[src/rtl/core/fnp_ram.sv]
// ---------------------------------------------------------------------------
// fnp_ram - generic single-write, single-read synchronous RAM
// One write port, one read port with registered read data.
// ---------------------------------------------------------------------------
`default_nettype none

module fnp_ram #(
  parameter int WIDTH = 8,
  parameter int DEPTH = 16
) (
  input  wire logic                     clk,
  input  wire logic                     we,
  input  wire logic [$clog2(DEPTH)-1:0] waddr,
  input  wire logic [WIDTH-1:0]         wdata,
  input  wire logic                     re,
  input  wire logic [$clog2(DEPTH)-1:0] raddr,
  output logic      [WIDTH-1:0]         rdata
);

  logic [WIDTH-1:0] mem [DEPTH];

  always_ff @(posedge clk) begin
    if (we) begin
      mem[waddr] <= wdata;
    end
    if (re) begin
      rdata <= mem[raddr];
    end
  end

endmodule

`default_nettype wire

[config.mk]
export PLATFORM = sky130hd
export DESIGN_NAME = fnp_ram
export DESIGN_NICKNAME = d
export VERILOG_FILES = /design/src/rtl/core/fnp_ram.sv
export SDC_FILE = /design/constraint.sdc
export NUM_CORES = 1
export LEC_CHECK = 0
export BUFFER_PORTS_ARGS = -buffer_cell sky130_fd_sc_hd__buf_2
export CAP_MARGIN = 20
export CORE_ASPECT_RATIO = 1.75
export CORE_MARGIN = 2
export CORE_UTILIZATION = 40
export CTS_BUF_LIST = sky130_fd_sc_hd__clkbuf_4 sky130_fd_sc_hd__clkbuf_8
export CTS_CLUSTER_DIAMETER = 50
export DETAILED_ROUTE_END_ITERATION = 7
export PLACE_DENSITY = 0.55
export SETUP_SLACK_MARGIN = 0.15
export SLEW_MARGIN = 20
export SYNTH_ARGS = -nofsm -noshare
export SYNTH_HDL_FRONTEND = slang
export SYNTH_SLANG_ARGS = --single-unit
[constraint.sdc]
create_clock -name clk -period 1.6 [get_ports clk]
set_input_delay 0.24 -clock clk [delete_from_list [all_inputs] [get_ports clk]]
set_output_delay 0.24 -clock clk [all_outputs]
set_load 0.02 [all_outputs]
==> results.toml, run 1 <==
[cts]
htreeDepth = 4
cts_made_buffers = 17
cts-hold-fix-buffers = 0
cts_tree = "built"
cts.path.max_buffers = 2
clk_latency_ns = 0.42
clock-sinks = 136
cts-root-buf = "clkbuf_8"
cts.clk_slew.worst_paths_ns = 0.08

[sta]
setup_ws_ns = 0.208
tightest_slew_ns = 0.954
maxSlewViolCount = 0
period_needed_ns = 1.39
finalClockSkew_ns = 0.00802
hold_violations = 0
slew_headroom_pct = 36.2
fmax_mhz = 719
rsz0062_at_grt = "no"
period_share_pct = 87.0
setup-violations-final = 0

[layout]
drive_gt1_share_pct = 41.8
ff_latch_area_sq_mm = 0.00408
area_growth_pct = 18.0
multiInputGateArea_sq_mm = 0.00106
fin_util_pct = 48.0
nFillCells = 1088
n_antenna_cell = 0
nets = 312

[setup_path]
r2r_setup_slack_ns = 0.21
cp_top_family = "multiplexers"
cp_data_arrival_time_ns = 1.56
crit_fanout = 1
critical_path_class = "register to register"
path_buf_inv = 0
slowest_stage = "mux4_2"
r2r-end = "rdata[2]"
critPathRequiredTime_ns = 1.77
crit_path_start = "mem[3][2]"
startpoint_type = "register"
reg2regPathDepth = 3
reg2reg_from = "mem[3][2]"
max_stage_delay_ns = 0.48
endpoint = "rdata[2]"
worstSetupEndpointType = "register"
cp_num_cells = 3
path_cells = "mux4_2 > a22oi_2 > nand2_1"

[die]
die_h_um = 155
dieArea_sq_mm = 0.0140
rows = 55
io-pin-count = 27
dieWidth_um = 90.4
initial_core_util_pct = 40.6
fp.coreArea_sq_mm = 0.0129

[synthesis]
ys_top_cells_by_area = "edfxtp_1 (78%), mux4_2 (7.8%), mux4_1 (7.0%)"
yosysTopAreaCell = "edfxtp_1"
synth-seq-area-share_pct = 78.1
synth_area_sq_mm = 0.00523
ys_types = 18
ys_warn_count = 0
syn_nets = 248
syn-mean-instance-area_sq_um = 22.8
synth_top_area_share_pct = 78.1
synth_seq_cells = 136
syn_inst = 229

[drt]
top_layer = "met4"
via_per_inst = 5.16
drc_errors = 0
wl_per_cell_um = 21.0
vias = 2460
detail-route-antenna-nets = 0
wl_um = 10000
wl_met2_um = 5740
wl_met3_um = 361
drt_iter0_drc = 194
firstDrtPassIters = 5
wl_met1_um = 3810

[global_route]
grt.total_usage_pct = 15.5
grt_first_pass_wirelength_um = 15500
globalRoute.totalOverflow = 0
grt_pass1_vias = 2605
grt_max_degree = 19
antenna_found_initial = 0

[placed_design]
place_congestion = 0.750
hpwl_um = 7140
place_ws_ns = -0.176
portBuffers = 26

[run_status]
status = "completed"

[worst_hold_path]
hold_class = "input port to register"

[pwr]
p_int_mw = 5.76
netSwitchingFraction_pct = 21.2
peakVddDrop_mv = 0.441
power_frac_clock_pct = 39.1
p_leak_nw = 2.04
seqPwrFrac_pct = 55.2
power_density_mw_per_mm2 = 1180
power.share.combinational_pct = 5.7
p_switching_mw = 1.55

[flow_run]
maxCapViolCount = 0
==> through the flow <==
step	hold slack, ns	power, mW	setup TNS, ns	instances	cell area, sq um
final	0.204	7.31	0	477	6170
after global routing	0.176	7.57	0	477	6170
after CTS	0.178	7.36	0	477	6130
after detailed placement	0.639	4.53	-0.713	445	5710
after global placement	0.630	4.52	-0.752	445	5710
after floorplan	0.339	4.35	0	229	5220
==> power by group through the flow <==
stage / clock network (mW) / logic (mW) / registers, mW
floorplan: 0 / 0.220 / 4.13
CTS: 2.91 / 0.414 / 4.04
global route: 3.08 / 0.455 / 4.04
global placement: 0 / 0.409 / 4.11
finish: 2.85 / 0.419 / 4.03
detailed placement: 0 / 0.411 / 4.11
==> cell usage after synthesis <==
master and number:
clkdlybuf4s25_2 3, nand2b_1 2, and2b_1 1, or3b_2 1
and2_1 1, nor2_1 13, mux4_2 18, buf_2 3
edfxtp_1 136, a22oi_1 16, buf_6 3, nand2_1 9
mux4_1 14, nor2b_1 1, buf_4 1, nand3b_1 2
nand3_1 1, nor3_1 4
==> placed cells by master (no fill, tap or decap), types with 3 or more instances in the layout <==
master and n:
a22oi_1 7, a22oi_2 9, buf_12 4, buf_2 26, buf_4 25, bufinv_16 3, clkbuf_8 17, clkinv_2 3
clkinvlp_4 3, edfxtp_1 136, inv_6 3, mux4_2 30, nand2_1 9, nor2_1 13, nor3_1 3
==> final cells by class <==
type	count	share of cell area (%)
repair buffers	55	6.45
clock buffers	18	3.91
well taps	171	3.47
flip-flops and latches	136	66.2
multi-input cells	83	17.2
clock inverters	14	2.78
==> worst register-to-register path, cell delays in order, from the launching register on <==
cell and delay, ns:
edfxtp_1 0.37, mux4_2 0.48, a22oi_2 0.22, nand2_1 0.07
==> what timing repair did <==
| item | CTS | global route |
|---|---|---|
| endpoints found under the setup margin | 1 | 6 |
| gates resized for setup | 1 | 8 |
| pin swaps | 0 | 1 |
| buffers inserted | 0 | 0 |
==> metal layers <==
metal | track usage, % | vias to the layer above
met1 | 17.3 | 1298
li1 | - | 1097
met5 | 0 | -
met4 | 5.57 | 0
met2 | 28.5 | 61
met3 | 3.92 | 4
==> kinds of logic (layout without fill, tap and decap cells) <==
| logic type | Yosys count | in the layout | share of synthesized area, % |
|---|---|---|---|
| AOI/OAI and AO/OA | 16 | 16 | 2.30 |
| buffers and inverters | 10 | 87 | 1.65 |
| DFF | 136 | 136 | 78.1 |
| muxes | 32 | 32 | 14.8 |
| and+or+nand+nor | 35 | 35 | 3.14 |
==> worst min-delay path by stage <==
| stage | from | to | slack [ns] | depth (start not counted) |
|---|---|---|---|---|
| 2_1_floorplan | wdata[0] | mem[0][0] | 0.34 | 0 |
| 3_3_place_gp | wdata[6] | mem[7][6] | 0.63 | 1 |
| 3_5_place_dp | re | rdata[1] | 0.64 | 1 |
| 4_1_cts | wdata[6] | mem[11][6] | 0.18 | 1 |
| 5_1_grt | re | rdata[3] | 0.18 | 1 |
| 6_report | wdata[4] | mem[10][4] | 0.20 | 1 |
==> registers in the layout, indices dropped and copies added, names as in the netlist <==
register  count
mem         128
rdata         8
Power figures use the tool's default switching activity.
==> run 2, diff against run 1 <==
- CORE_ASPECT_RATIO: 1.75 -> 0.75
==> run 2 against run 1 <==
Clock power down 9.5%. Design area down 1.2%. Sequential share of layout area up 0.80 points. Clock-buffer cell count up 1. Sequential cell count unchanged. Worst setup slack worse by 0.083 ns. Sequential power about the same.
==> results.toml, run 2 (synthesized netlist as in run 1, its figures left out) <==
[sta]
rsz0062_at_grt = "yes"
holdWs_ns = 0.205
period_needed_ns = 1.47
hold_violations = 0
maxSlewViolCount = 0
slew_headroom_pct = 48.2
tightest_slew_ns = 0.774
finalClockSkew_ns = 0.00689
setup-violations-final = 0
fmax_mhz = 678
period_share_pct = 92.2

[drt]
drc_errors = 0
detail-route-antenna-nets = 0
drt_iter0_drc = 249
vias = 2498
wl_per_cell_um = 22.1
firstDrtPassIters = 4
wl_um = 10500
via_per_inst = 5.25

[setup_path]
worstSetupEndpointType = "register"
cp_data_arrival_time_ns = 1.64
startpoint_type = "register"
critical_path_class = "register to register"
r2r_setup_slack_ns = 0.13
crit_fanout = 1
critPathRequiredTime_ns = 1.77

[global_route]
globalRoute.totalOverflow = 0
antenna_found_initial = 0
grt_pass1_vias = 2648
grt_first_pass_wirelength_um = 16000
grt.total_usage_pct = 16.7
grt_max_degree = 17

[cts]
cts-root-buf = "clkbuf_8"
clk_latency_ns = 0.42
post-cts-setup-buffer-count = 0
cts_made_buffers = 17
cts.clk_slew.worst_paths_ns = 0.07
cts.path.max_buffers = 2
htreeDepth = 4
cts-hold-fix-buffers = 0
cts_tree = "built"
clock-sinks = 136

[placed_design]
hpwl_um = 7170
placement.cell_area_sq_mm = 0.00573
portBuffers = 26
place_congestion = 0.745

[layout]
final_cell_mix = "edfxtp_1 (136), mux4_2 (30), buf_2 (26)"
reg.largest.list = "mem: 128 flops, rdata: 8 flops"
drive_gt1_share_pct = 38.4
nets = 312
largest_reg_flops = 128
area_growth_pct = 16.6
fin_util_pct = 47.3
final_common_cell = "edfxtp_1"
regMostFlops = "mem"
n_antenna_cell = 0
final_area_sq_mm = 0.00610
nFillCells = 1067

[die]
rows = 36
dieWidth_um = 136
io-pin-count = 27
fp.coreArea_sq_mm = 0.0129
die_h_um = 103
initial_core_util_pct = 40.6
dieArea_sq_mm = 0.0140

[pwr]
peakVddDrop_mv = 0.601
power_density_mw_per_mm2 = 1150
p_leak_nw = 2.02

[worst_hold_path]
hold_class = "input port to register"

[flow_run]
maxCapViolCount = 0

[run_status]
status = "completed"
run 2: cell types whose count changed in the layout (fill, tap and decap cells not counted):
cell / previous run / this run
a22oi_1: 7 / 14
a22oi_2: 9 / 2
clkinv_1: 0 / 4
inv_6: 3 / 0
clkinv_4: 2 / 0
buf_12: 4 / 5
buf_4: 25 / 24
bufinv_16: 3 / 2
clkbuf_4: 1 / 2
clkinv_2: 3 / 4
clkinvlp_4: 3 / 2
nand2_1: 9 / 8
nand2_2: 0 / 1
run 2: worst max-delay path: stages (launching register included):
cell and delay, ns:
edfxtp_1 0.38, mux4_2 0.48, a22oi_2 0.18, buf_4 0.14
nand2_2 0.04
run 2: layer usage:
metal	part of all wire (%)	vias up	track usage, %	wire, um
met4	0.39	0	5.37	41
met2	47	80	25.2	4970
li1	-	1096	-	-
met1	45	1320	23.1	4740
met3	7.5	2	5.51	785
met5	0	-	0	0
run 2: final timing paths:
check / from / end / cells past startpoint
setup / recovery: mem[3][7] / rdata[7] / 4
hold / removal: re / rdata[0] / 1
setup reg to reg: mem[3][7] / rdata[7] / 4
hold reg to reg: mem[12][0] / rdata[0] / 3
run 2: layout make-up:
class / count / area (sq um) / area share, %
Clock buffer: 19 / 249 / 4.08
Multi-Input combinational cell: 83 / 1030 / 16.9
Clock inverter: 12 / 110 / 1.81
Sequential cell: 136 / 4080 / 67.0
Tap cell: 171 / 214 / 3.51
Timing Repair Buffer: 55 / 410 / 6.73
run 2: per-stage QoR:
stage	setup TNS, ns	instances	total power [mW]	setup slack, ns
floorplan	0	229	4.35	0.0939
global placement	-1.21	445	4.54	-0.303
detailed placement	-1.10	445	4.54	-0.241
CTS	0	476	7.11	0.132
global route	0	476	7.29	0.0766
finish	0	476	7.03	0.126
run 2: timing repair:
| item | CTS | global route |
|---|---|---|
| pin swaps | 1 | 0 |
| setup endpoints to repair | 3 | 6 |
| gates resized for setup | 2 | 1 |
run 2: power breakdown:
group	switching, mW	total, mW	internal (mW)
Combinational	0.238	0.422	0.183
Clock	1.20	2.58	1.37
Sequential	0.0258	4.04	4.01
Total	1.47	7.03	5.57
