**config.mk**
```make
export PLATFORM = sky130hd
export DESIGN_NAME = fnp_clear
export DESIGN_NICKNAME = d
export VERILOG_FILES = /design/src/rtl/core/fnp_pkg.sv /design/src/rtl/core/fnp_clear.sv
export SDC_FILE = /design/constraint.sdc
export NUM_CORES = 1
export LEC_CHECK = 0
export ABC_AREA = 0
export BUFFER_PORTS_ARGS = -buffer_cell sky130_fd_sc_hd__buf_2
export CAP_MARGIN = 40
export CORE_MARGIN = 2
export CORE_UTILIZATION = 47
export CTS_BUF_LIST = sky130_fd_sc_hd__clkbuf_16
export CTS_CLUSTER_SIZE = 28
export DETAILED_ROUTE_END_ITERATION = 7
export HOLD_SLACK_MARGIN = 0.08
export PLACE_DENSITY_LB_ADDON = 0.3
export SLEW_MARGIN = 20
export SYNTH_ARGS = -nofsm -noshare
export SYNTH_HDL_FRONTEND = slang
export SYNTH_SLANG_ARGS = --single-unit
export TNS_END_PERCENT = 1
```
**constraint.sdc**
```tcl
create_clock -name clk -period 2.8 [get_ports clk]
set_input_delay 0.14 -clock clk [delete_from_list [all_inputs] [get_ports clk]]
set_output_delay 0.14 -clock clk [all_outputs]
set_load 0.05 [all_outputs]
```
**src/rtl/core/fnp_pkg.sv**
```systemverilog
// ---------------------------------------------------------------------------
// fnp_pkg - shared types and codes of the node pool
// Command and status codes, the node word layout and memory control flags.
// ---------------------------------------------------------------------------
`default_nettype none

package fnp_pkg;

  localparam int unsigned LINK_W = 11;
  localparam int unsigned KEY_W  = 32;
  localparam int unsigned ADDR_W = 10;

  localparam logic [LINK_W-1:0] LINK_NONE = 11'h7FF;
  localparam logic [LINK_W-1:0] CFG_RESET = 11'd1024;

  typedef enum logic [1:0] {
    CMD_CREATE = 2'd0,
    CMD_DELETE = 2'd1,
    CMD_GET    = 2'd2,
    CMD_PUT    = 2'd3
  } cmd_e;

  typedef enum logic [1:0] {
    ST_OK    = 2'd0,
    ST_FULL  = 2'd1,
    ST_RANGE = 2'd2,
    ST_FREE  = 2'd3
  } status_e;

  // One entry of the link memory.
  typedef struct packed {
    logic [LINK_W-1:0] left_lnk;
    logic [LINK_W-1:0] right_lnk;
    logic              in_use;
  } node_t;

  // Write strobes from the command engine to the two memories.
  typedef struct packed {
    logic node_we;
    logic key_we;
  } mem_ctl_t;

endpackage

`default_nettype wire

```
**src/rtl/core/fnp_clear.sv**
```systemverilog
// ---------------------------------------------------------------------------
// fnp_clear - free chain rebuild sweep
// Walks the active entries once after reset or a size write, one per cycle.
// ---------------------------------------------------------------------------
`default_nettype none

module fnp_clear
  import fnp_pkg::*;
#(
  parameter int POOL_DEPTH = 1024
) (
  input  wire logic                          clk,
  input  wire logic                          rst,
  input  wire logic                          cfg_we,
  input  wire logic [LINK_W-1:0]             size,
  output logic                               busy,
  output logic                               wr_en,
  output logic [$clog2(POOL_DEPTH)-1:0]      wr_addr,
  output node_t                              wr_data
);

  localparam int AW = $clog2(POOL_DEPTH);
  localparam int CW = (AW > LINK_W) ? AW : LINK_W;

  logic [AW-1:0] idx;
  logic          last;

  assign last = (CW'(idx) == (CW'(size) - CW'(1)));

  always_ff @(posedge clk) begin
    if (rst || cfg_we) begin
      busy <= 1'b1;
      idx  <= '0;
    end else if (busy) begin
      if (last) begin
        busy <= 1'b0;
      end else begin
        idx <= idx + AW'(1);
      end
    end
  end

  // Chain each entry to the next; the last active one ends the list.
  always_comb begin
    wr_en             = busy;
    wr_addr           = idx;
    wr_data.left_lnk  = last ? LINK_NONE : LINK_W'(CW'(idx) + CW'(1));
    wr_data.right_lnk = LINK_NONE;
    wr_data.in_use    = 1'b0;
  end

endmodule

`default_nettype wire

```
==> results_tabular.tex, run 1 <==
\begin{tabular}{lr}
\hline
Metric & Value \\
\hline
\multicolumn{2}{l}{\textbf{Worst setup path}} \\
Destination of the worst register-to-register timing path & wr\_addr[3] \\
Type of the setup path with the least slack & in2out \\
Reg-to-reg slack, setup & roughly 580 ps \\
Timing startpoint of the critical path & size[0] \\
Reg-to-reg startpoint & wr\_addr[2] \\
Highest net fanout along the worst path & 14 \\
CP startpoint kind & input pin \\
Crit end category & primary output \\
CP Capture Point & wr\_data[17] \\
Required time at the worst-slack endpoint & between 2000 and 3000 ps \\
Length in cells of the worst reg-to-reg path & 6 \\
Arr. time, crit path & between 2000 and 3000 ps \\
\multicolumn{2}{l}{\textbf{Yosys}} \\
Most instantiated cells after synthesis & nand2\_1 (17), buf\_4 (13), nand3\_1 (12), xnor2\_1 (12) \\
Syn Area/Cell & slightly above 7 um\^{}2 \\
Most used DFF post-synth & dfxtp\_1 \\
Largest cells by area after synthesis & dfxtp\_1 (19\%), xnor2\_1 (9.2\%), buf\_4 (8.5\%), or3\_1 (6.0\%), nand2\_1 (5.6\%) \\
Post-synthesis instance area & 0.00115 mm\^{}2 \\
Post-synthesis async set-or-reset flop share & 0 \\
Number of storage elements in the synthesis netlist & 11 \\
Post-synth top area share & 0.192 \\
Sequential area share after synthesis & 0.192 \\
Cell taking the most area after synthesis & dfxtp\_1 \\
Total of warnings raised by yosys & 0 \\
Most numerous cell in the Yosys netlist & nand2\_1 \\
Number of different library cells in the post-synthesis netlist & 37 \\
Post-synthesis instance total & 160 \\
Count of flip-flops with a built-in enable after synthesis & 0 \\
\multicolumn{2}{l}{\textbf{Clocking}} \\
CTS H-Tree Depth & 1 \\
Post-cts hold buffer count & 0 \\
Clk buf depth & 2 \\
Total setup buffers inserted after CTS & 0 \\
Number of buffers inserted during clock tree synthesis & 3 \\
Sink count of the clock tree & 11 \\
Clock latency on the worst-skew pair & approximately 240 ps \\
Clock-pin slew on the worst setup and hold paths & $\sim$40 ps \\
Resize count post-CTS & 0 \\
Clock tree from TritonCTS & done \\
Root buf cell & clkbuf\_16 \\
\multicolumn{2}{l}{\textbf{Pwr}} \\
Net Sw Frac & 0.294 \\
Total power divided by cell area & slightly below 400 mW/mm\^{}2 \\
Worst vdd rail ir drop & 419 uV \\
Net switching power & 0.000157 W \\
Internal power & 0.000376 W \\
Standby leakage power & between 0.6 and 0.7 nW \\
Power share of the clock group & 0.481 \\
Combinational share of power & 0.216 \\
Sequential group share of total power & 0.303 \\
\multicolumn{2}{l}{\textbf{Routing}} \\
Via Count & around 1300 \\
First-pass detailed-route iteration total & 4 \\
Drt first-iter violations & 28 \\
Via-per-instance ratio & 5.72 \\
WL/cell & about 13 um \\
Count of unresolved DRC violations after routing & 0 \\
Post-detailed-route count of antenna-violating nets & 0 \\
Total length of routed wires & 2960 um \\
\multicolumn{2}{l}{\textbf{Cells and area}} \\
Area Overhead vs Synth & 19.4\% \\
Final cell area excluding filler cells & between 0.001 and 0.0015 mm\^{}2 \\
Fraction of final layout cells with drive strength greater than 1 & 0.234 \\
Number of diodes & 0 \\
Number of nets in the layout & 209 \\
\multicolumn{2}{l}{\textbf{Floorplan}} \\
Starting density of the core & 0.509 \\
Die height & roughly 53 um \\
Number of top-level pins & 49 \\
Rows & 17 \\
X dimension of the die & roughly 53 um \\
Total core area & 0.00225 mm\^{}2 \\
Total Die Area & between 0.002 and 0.003 mm\^{}2 \\
\multicolumn{2}{l}{\textbf{Timing}} \\
Fin crit share & 0.956 \\
Total negative slack & 0 ps \\
Hold Vio Cnt, Final & 0 \\
Headroom to the max-slew limit & 0.656 \\
Smallest setup slack after layout & between 100 and 150 ps \\
Final count of negative-setup-slack endpoints & 0 \\
Shortest clock period the worst path allows after layout & about 2700 ps \\
Final count of pins violating max slew & 0 \\
Unrepaired setup endpoints after global routing & no \\
Post-Route Skew & around 0.99 ps \\
Actual transition at the worst max-transition pin & around 510 ps \\
Max Clk Rate & 0.374 GHz \\
\multicolumn{2}{l}{\textbf{Global routing}} \\
Largest net degree at the start of global routing & 15 \\
GRT Overall Usage & 0.228 \\
Global-route wire length before repair & 4750 um \\
Final global-route overflow total & 0 \\
Initial antenna violation count & 0 \\
Number of global-route vias before repair & about 1100 \\
\multicolumn{2}{l}{\textbf{Place}} \\
Placement Setup Slack & 143 ps \\
Instance area at placement & 0.00128 mm\^{}2 \\
Final weighted congestion of routability-driven global placement & roughly 0.81 \\
IO Port Bufs & 36 \\
Post-DP HPWL & 2320 um \\
\multicolumn{2}{l}{\textbf{Outcome}} \\
Status & completed \\
\multicolumn{2}{l}{\textbf{Flow run}} \\
Max-cap violations & 0 \\
\multicolumn{2}{l}{\textbf{Min path}} \\
Worst min path class & in2reg \\
\hline
\end{tabular}
==> layout by cell type (no fill, tap or decap), types with 3 or more instances in the layout <==
master and instances:
a21oi_1 7, and3_1 7, nor2_1 8, nor3_1 3
conb_1 12, buf_2 35, dfxtp_1 11, xnor2_1 12
mux2i_1 4, nand2_1 17, xor2_1 7, clkbuf_16 3
or3_1 11, nand4_1 4, inv_1 5, nand3_1 12
o21ai_0 8
==> worst min path at each step <==
| stage | from | endpoint | slack [ps] | cells after the start |
|---|---|---|---|---|
| 6_report | rst | busy | 190 | 3 |
| 5_1_grt | rst | busy | 230 | 3 |
| 4_1_cts | rst | busy | 190 | 3 |
| 3_5_place_dp | rst | busy | 420 | 3 |
| 3_3_place_gp | rst | busy | 440 | 3 |
| 2_1_floorplan | rst | busy | 270 | 2 |
==> per-layer routing <==
metal  share of wire  up-vias  wire [um]  global-route usage
met1            0.40      583       1190               0.259
met4           0.031        0         93               0.132
met5               0        -          0                   0
li1                -      604          -                   -
met2            0.49       59       1460               0.405
met3           0.073       13        217              0.0226
==> critical path, cell delays in order <==
cell	delay [ps]
buf_2	120
inv_1	50
ha_1	250
or4b_1	560
o21a_1	240
o31ai_1	470
nand4_1	150
buf_4	210
nand2_1	80
buf_2	260
==> sequential cells by signal, summed over array words and instances (netlist names) <==
signal	cells
busy	1
wr_addr	10
==> power groups by stage <==
stage | logic [W] | clock network [W] | registers (W)
final | 0.000115 | 0.000256 | 0.000162
after global placement | 0.000110 | 0 | 0.000164
after CTS | 0.000114 | 0.000257 | 0.000162
after floorplan | 0.0000940 | 0 | 0.000168
after global routing | 0.000124 | 0.000270 | 0.000162
after detailed placement | 0.000113 | 0 | 0.000164
==> final cells by class <==
cell class | count | area [um^2]
fillers | 242 | 883
well taps | 28 | 35.0
clock inverters | 1 | 3.75
inverters | 4 | 15.0
multi-input cells | 135 | 825
repair buffers | 38 | 198
clock buffers | 3 | 75.1
flip-flops and latches | 11 | 220
==> logic make-up after synthesis <==
| logic type | Yosys count | share of synthesized area |
|---|---|---|
| flip-flops | 11 | 0.192 |
| other | 2 | 0.00654 |
| AO/OA/AOI/OAI | 24 | 0.125 |
| buffers and inverters | 24 | 0.129 |
| AND/OR/NAND/NOR | 74 | 0.346 |
| adder cells (fa/ha/maj) | 2 | 0.0218 |
| multiplexers | 4 | 0.0349 |
| XOR/XNOR | 19 | 0.145 |
==> metrics by stage <==
step                hold slack, ps  utilization  instances  total power (W)
floorplan                      271            -        170         0.000262
global placement               438        0.569        216         0.000275
detailed placement             420        0.569        216         0.000278
CTS                            193        0.604        220         0.000532
global route                   231        0.608        220         0.000556
finish                         192        0.608        220         0.000533
Note: power is estimated with default switching activity, not from simulation.
==> run 2: changes to the inputs <==
--- a/config.mk
+++ b/config.mk
@@ -8,10 +8,11 @@
 export ABC_AREA = 0
 export BUFFER_PORTS_ARGS = -buffer_cell sky130_fd_sc_hd__buf_2
 export CAP_MARGIN = 40
+export CELL_PAD_IN_SITES_DETAIL_PLACEMENT = 0
+export CELL_PAD_IN_SITES_GLOBAL_PLACEMENT = 2
 export CORE_MARGIN = 2
-export CORE_UTILIZATION = 47
+export CORE_UTILIZATION = 25
 export CTS_BUF_LIST = sky130_fd_sc_hd__clkbuf_16
-export CTS_CLUSTER_SIZE = 28
 export DETAILED_ROUTE_END_ITERATION = 7
 export HOLD_SLACK_MARGIN = 0.08
 export PLACE_DENSITY_LB_ADDON = 0.3
==> run 2 against run 1 <==
Non-clock buffer count did not move. Utilization fell by 29 points. Flip-flop and latch count did not move. Clock power rose by 2%. Fmax rose by 4.3%. Critical path type unchanged. Critical endpoint is now wr_data[13]. Largest cell class unchanged. Largest power group unchanged.
==> results_tabular.tex, run 2 (synthesis results as in run 1) <==
\begin{tabular}{lr}
\hline
Metric & Value \\
\hline
\multicolumn{2}{l}{\textbf{Cells and area}} \\
Number of diodes & 0 (unchanged) \\
Max FFs per register & 10 (unchanged) \\
Most frequent cells in the layout & buf\_2 (36), nand2\_1 (17), nand3\_1 (12), xnor2\_1 (12), conb\_1 (12) \\
Area taken by multi-input logic gates & 828 um\^{}2 (+0.46\%) \\
Area Overhead vs Synth & 22.2\% \\
Filler instances & 503 (+110\%) \\
Register area & 220 um\^{}2 (unchanged) \\
Number of nets in the layout & 209 (unchanged) \\
Most common cell after layout, fill and taps aside & buf\_2 \\
Fraction of final layout cells with drive strength greater than 1 & 0.245 (+0.0104) \\
\multicolumn{2}{l}{\textbf{Clocking}} \\
Total setup buffers inserted after CTS & 0 (unchanged) \\
Number of buffers inserted during clock tree synthesis & 3 (unchanged) \\
Clk buf depth & 2 (unchanged) \\
Clock-pin slew on the worst setup and hold paths & 40 ps (about the same) \\
Clock tree from TritonCTS & done \\
Root buf cell & clkbuf\_16 \\
Sink count of the clock tree & 11 (unchanged) \\
Clock latency on the worst-skew pair & 240 ps (about the same) \\
CTS H-Tree Depth & 1 (unchanged) \\
\multicolumn{2}{l}{\textbf{Global routing}} \\
Final global-route overflow total & 0 (unchanged) \\
Number of global-route vias before repair & 1152 (+2.1\%) \\
GRT Overall Usage & 0.128 (-0.100) \\
Initial antenna violation count & 0 (unchanged) \\
Largest net degree at the start of global routing & 15 (unchanged) \\
Global-route wire length before repair & 5370 um (+13\%) \\
\multicolumn{2}{l}{\textbf{Pwr}} \\
Internal power & 0.000378 W (+0.54\%) \\
Total power divided by cell area & 383 mW/mm\^{}2 (-1.3\%) \\
Standby leakage power & 0.700 nW (+0.14\%) \\
Net Sw Frac & 0.297 (+0.00313) \\
Sequential group share of total power & 0.300 (-0.003) \\
Worst vdd rail ir drop & 247 uV (-41\%) \\
Combinational share of power & 0.213 (-0.003) \\
Power share of the clock group & 0.486 (+0.005) \\
Net switching power & 0.000160 W (+2.1\%) \\
\multicolumn{2}{l}{\textbf{Place}} \\
Final weighted congestion of routability-driven global placement & 0.831 (+2.7\%) \\
IO Port Bufs & 36 (unchanged) \\
Post-DP HPWL & 2520 um (+8.6\%) \\
Placement Setup Slack & 169 ps (+26.0 ps) \\
\multicolumn{2}{l}{\textbf{Worst setup path}} \\
Arr. time, crit path & 2430 ps (-110 ps) \\
Highest net fanout along the worst path & 14 (unchanged) \\
Required time at the worst-slack endpoint & 2660 ps (about the same) \\
Type of the setup path with the least slack & in2out \\
CP startpoint kind & input pin \\
Crit end category & primary output \\
\multicolumn{2}{l}{\textbf{Timing}} \\
Final count of pins violating max slew & 0 (unchanged) \\
Post-Route Skew & 0.570 ps (-0.417 ps) \\
Max Clk Rate & 0.390 GHz (+4.3\%) \\
Fin crit share & 0.917 (-0.0393) \\
Smallest setup slack after layout & 233 ps (+110 ps) \\
Shortest clock period the worst path allows after layout & 2570 ps (-110 ps) \\
Final count of negative-setup-slack endpoints & 0 (unchanged) \\
Hold Vio Cnt, Final & 0 (unchanged) \\
Total negative slack & 0 ps (unchanged) \\
Unrepaired setup endpoints after global routing & no \\
\multicolumn{2}{l}{\textbf{Routing}} \\
Count of unresolved DRC violations after routing & 0 (unchanged) \\
Via Count & 1191 (-5.4\%) \\
First-pass detailed-route iteration total & 4 (unchanged) \\
Post-detailed-route count of antenna-violating nets & 0 (unchanged) \\
Via-per-instance ratio & 4.88 (-15\%) \\
Total length of routed wires & 3220 um (+8.8\%) \\
WL/cell & 13.2 um (-1.9\%) \\
Drt first-iter violations & 60 (+110\%) \\
\multicolumn{2}{l}{\textbf{Floorplan}} \\
Total core area & 0.00438 mm\^{}2 (+94\%) \\
Rows & 24 (+7) \\
Total Die Area & 0.00515 mm\^{}2 (+80\%) \\
Die height & 71.8 um (+34\%) \\
Number of top-level pins & 49 (unchanged) \\
Starting density of the core & 0.262 (-0.247) \\
X dimension of the die & 71.8 um (+34\%) \\
\multicolumn{2}{l}{\textbf{Outcome}} \\
Status & completed \\
\multicolumn{2}{l}{\textbf{Flow run}} \\
Max-cap violations & 0 (unchanged) \\
\multicolumn{2}{l}{\textbf{Min path}} \\
Worst min path class & in2reg \\
\hline
\end{tabular}
[run 2: changes by cell type in the layout (fill, tap and decap cells not counted), sizes merged]
cell	previous run	this run
clkinv	0	1
inv	5	4
buf	37	38
clkbuf	4	3
[run 2: layout make-up]
cell class	count	share of cell area
clock buffers	3	0.0535
clock inverters	1	0.00357
inverters	4	0.0107
multi-input cells	135	0.590
flip-flops and latches	11	0.157
well taps	52	0.0463
repair buffers	38	0.139
[run 2: worst paths after layout]
path	slack [ps]	from	end	cells after the start
max	230	size[0]	wr_data[13]	10
max reg2reg	610	wr_addr[3]	wr_addr[7]	7
min reg2reg	540	wr_addr[1]	wr_addr[1]	2
min	200	rst	busy	3
[run 2: repair_timing]
item,4_1_cts,5_1_grt
endpoints found under the hold margin,0,0
gates resized for setup,0,2
endpoints found under the setup margin,0,10
hold buffers,0,0
[run 2: critical path, cell delays in order]
cell      delay [ps]
buf_2            120
inv_1             50
ha_1             230
or4b_4           530
o21a_1           220
o31ai_1          420
nand4_1          160
buf_4            210
nand2b_1          80
buf_2            250
[run 2: stage by stage]
stage          cells  power, W  hold WS [ps]  cell area, um^2   util
2_1_floorplan    170  0.000262           271             1190      -
3_3_place_gp     240  0.000277           440             1310  0.300
3_5_place_dp     240  0.000278           442             1310  0.300
4_1_cts          244  0.000540           202             1390  0.318
5_1_grt          244  0.000559           228             1400  0.320
6_report         244  0.000538           199             1400  0.320
[run 2: power groups by stage]
stage                     sequential, W  combinational (W)  clock, W
after floorplan                0.000168          0.0000940         0
after CTS                      0.000162           0.000114  0.000264
after global placement         0.000165           0.000112         0
final                          0.000162           0.000115  0.000262
after detailed placement       0.000165           0.000113         0
after global routing           0.000162           0.000125  0.000272
[run 2: routing by layer]
metal / track usage / routed length [um] / vias to the layer above
li1: - / - / 600
met1: 0.164 / 1500 / 548
met2: 0.213 / 1490 / 37
met3: 0.0225 / 164 / 6
met4: 0.0482 / 54 / 0
met5: 0 / 0 / -
==> run 3: changes to the inputs <==
--- a/config.mk
+++ b/config.mk
@@ -16,6 +16,7 @@
 export DETAILED_ROUTE_END_ITERATION = 7
 export HOLD_SLACK_MARGIN = 0.08
 export PLACE_DENSITY_LB_ADDON = 0.3
+export SETUP_SLACK_MARGIN = 0.5
 export SLEW_MARGIN = 20
 export SYNTH_ARGS = -nofsm -noshare
 export SYNTH_HDL_FRONTEND = slang
==> run 3 against run 2 <==
Sequential share of layout area decreased by 2.8 points. Via count increased by 5.0%. Final cell count increased by 3.3%. Power increased by 4.1%. Hold slack got worse by 2.6 ps. Clock power decreased by 2%. First-iteration DRC count decreased by 23%. Sequential power about the same. Count of clock-buffer cells in the layout unchanged. Largest power group unchanged.
==> results_tabular.tex, run 3 (synthesis results as in run 1) <==
\begin{tabular}{lr}
\hline
Metric & Value \\
\hline
\multicolumn{2}{l}{\textbf{Worst setup path}} \\
Destination of the worst register-to-register timing path & wr\_addr[8] \\
Worst-path cell chain & buf\_8 -> inv\_4 -> ha\_4 -> or4b\_4 -> o21ai\_2 -> nand3\_2 -> nor4bb\_4 -> nand4\_1 -> buf\_4 -> buf\_12 -> nand2\_4 -> buf\_6 \\
Crit end category & primary output \\
Length in cells of the worst reg-to-reg path & 10 (+3) \\
Required time at the worst-slack endpoint & 2660 ps (about the same) \\
Reg-to-reg slack, setup & 600 ps (about the same) \\
Slowest cell delay on critical path & 480 ps (-50 ps) \\
Reg-to-reg startpoint & wr\_addr[4] \\
Highest net fanout along the worst path & 7 (-7) \\
Kind of cell adding the most delay to the critical path & simple AND/OR/NAND/NOR gates \\
Type of the setup path with the least slack & in2out \\
CP startpoint kind & input pin \\
Slowest-stage cell, CP & or4b\_4 \\
Buffers and inverters on the worst path & 5 (+1) \\
Arr. time, crit path & 2160 ps (-270 ps) \\
\multicolumn{2}{l}{\textbf{Cells and area}} \\
Fraction of final layout cells with drive strength greater than 1 & 0.430 (+0.185) \\
Most frequent cells in the layout & buf\_2 (24), xnor2\_1 (12), conb\_1 (12) \\
Most common cell after layout, fill and taps aside & buf\_2 \\
Number of diodes & 0 (unchanged) \\
Number of nets in the layout & 217 (+3.8\%) \\
Max FFs per register & 10 (unchanged) \\
Area Overhead vs Synth & 56.6\% \\
Final cell area excluding filler cells & 0.00180 mm\^{}2 (+28\%) \\
\multicolumn{2}{l}{\textbf{Min path}} \\
Number of cells on the worst hold path & 3 (unchanged) \\
Sink of the worst hold path & busy \\
Hold path start & rst \\
Worst min path class & in2reg \\
\multicolumn{2}{l}{\textbf{Timing}} \\
Total negative slack & 0 ps (unchanged) \\
Hold Vio Cnt, Final & 0 (unchanged) \\
Final count of negative-setup-slack endpoints & 0 (unchanged) \\
Actual transition at the worst max-transition pin & roughly 530 ps \\
Shortest clock period the worst path allows after layout & 2300 ps (-271 ps) \\
Fin crit share & 0.820 (-0.0967) \\
Post-Route Skew & 1.24 ps (+0.672 ps) \\
Max Clk Rate & 0.435 GHz (+12\%) \\
Unrepaired setup endpoints after global routing & yes \\
Final count of pins violating max slew & 0 (unchanged) \\
Headroom to the max-slew limit & 0.649 \\
\multicolumn{2}{l}{\textbf{Floorplan}} \\
Total Die Area & 0.00515 mm\^{}2 (unchanged) \\
Total core area & 0.00438 mm\^{}2 (unchanged) \\
X dimension of the die & 71.8 um (unchanged) \\
Starting density of the core & 0.262 (unchanged) \\
Rows & 24 (unchanged) \\
Die height & 71.8 um (unchanged) \\
Number of top-level pins & 49 (unchanged) \\
\multicolumn{2}{l}{\textbf{Place}} \\
IO Port Bufs & 36 (unchanged) \\
Final weighted congestion of routability-driven global placement & 0.833 (+0.33\%) \\
Instance area at placement & 0.00141 mm\^{}2 (+7.1\%) \\
Post-DP HPWL & 2600 um (+3.0\%) \\
\multicolumn{2}{l}{\textbf{Routing}} \\
First-pass detailed-route iteration total & 4 (unchanged) \\
Total length of routed wires & 3540 um (+9.9\%) \\
Post-detailed-route count of antenna-violating nets & 0 (unchanged) \\
WL/cell & 14.0 um (+6.4\%) \\
Via Count & 1251 (+5.0\%) \\
Via-per-instance ratio & 4.96 (+1.7\%) \\
Drt first-iter violations & 46 (-23\%) \\
Count of unresolved DRC violations after routing & 0 (unchanged) \\
\multicolumn{2}{l}{\textbf{Clocking}} \\
Clock latency on the worst-skew pair & 240 ps (about the same) \\
Clk buf depth & 2 (unchanged) \\
Clock-pin slew on the worst setup and hold paths & 40 ps (about the same) \\
Sink count of the clock tree & 11 (unchanged) \\
Clock tree from TritonCTS & done \\
CTS H-Tree Depth & 1 (unchanged) \\
Number of buffers inserted during clock tree synthesis & 3 (unchanged) \\
Root buf cell & clkbuf\_16 \\
\multicolumn{2}{l}{\textbf{Global routing}} \\
Initial antenna violation count & 0 (unchanged) \\
Largest net degree at the start of global routing & 14 (-1) \\
Global-route wire length before repair & 5800 um (+8.0\%) \\
Number of global-route vias before repair & 1219 (+5.8\%) \\
Final global-route overflow total & 0 (unchanged) \\
GRT Overall Usage & 0.143 (+0.0148) \\
\multicolumn{2}{l}{\textbf{Outcome}} \\
Status & completed \\
\multicolumn{2}{l}{\textbf{Flow run}} \\
Max-cap violations & 0 (unchanged) \\
\multicolumn{2}{l}{\textbf{Pwr}} \\
Total power divided by cell area & 311 mW/mm\^{}2 (-19\%) \\
Standby leakage power & 0.823 nW (+18\%) \\
Worst vdd rail ir drop & 264 uV (+6.7\%) \\
\hline
\end{tabular}
run 3: per-layer routing:
layer,global-route usage,share of wire,vias up
met5,0,0,-
met4,0.0377,0.011,0
met3,0.0183,0.045,4
met2,0.254,0.52,37
met1,0.180,0.43,590
li1,-,-,620
run 3: area by class of cell:
cell class	instances	area [um^2]
clock buffers	3	75.1
clock inverters	1	3.75
fillers	453	2580
inverters	4	20.0
multi-input cells	135	1000
flip-flops and latches	11	233
well taps	52	65.1
repair buffers	46	398
run 3: worst reg2reg max path: stages (launching register included):
cell and delay (ps):
dfxtp_2 390, xor2_1 220, nand4_1 140, o31ai_2 100
nor4bb_4 370, nand4_1 130, buf_4 170, clkbuf_16 160
buf_4 150, nand3_1 100, mux2i_1 190
run 3: how the worst max path moves through the flow:
stage                       start     endpoint  slack (ps)  depth (start not counted)
after floorplan           size[0]  wr_data[12]         430                         10
after global placement    size[0]  wr_data[13]         190                         11
after detailed placement  size[0]  wr_data[13]         170                         11
after CTS                 size[1]  wr_data[14]         440                         11
after global routing      size[1]  wr_data[13]         430                         12
final                     size[1]  wr_data[20]         500                         12
run 3: where the power goes:
group / internal, W / switching (W)
sequential: 0.000157 / 0.00000338
combinational: 0.0000481 / 0.0000934
clock: 0.000187 / 0.0000703
run 3: timing repair:
item	4_1_cts	5_1_grt
setup endpoints to repair	21	21
gates cloned	1	0
hold buffers	0	0
setup buffers	5	1
pin swaps	13	5
resized for setup	49	17
run 3: metrics by stage:
stage               cells  worst slack, ps  hold WS, ps   util  power (W)
finish                252              504          197  0.410   0.000560
global placement      241              193          433  0.321   0.000279
global route          252              428          242  0.410   0.000581
detailed placement    241              172          435  0.321   0.000280
floorplan             170              428          271      -   0.000264
CTS                   251              438          197  0.395   0.000555
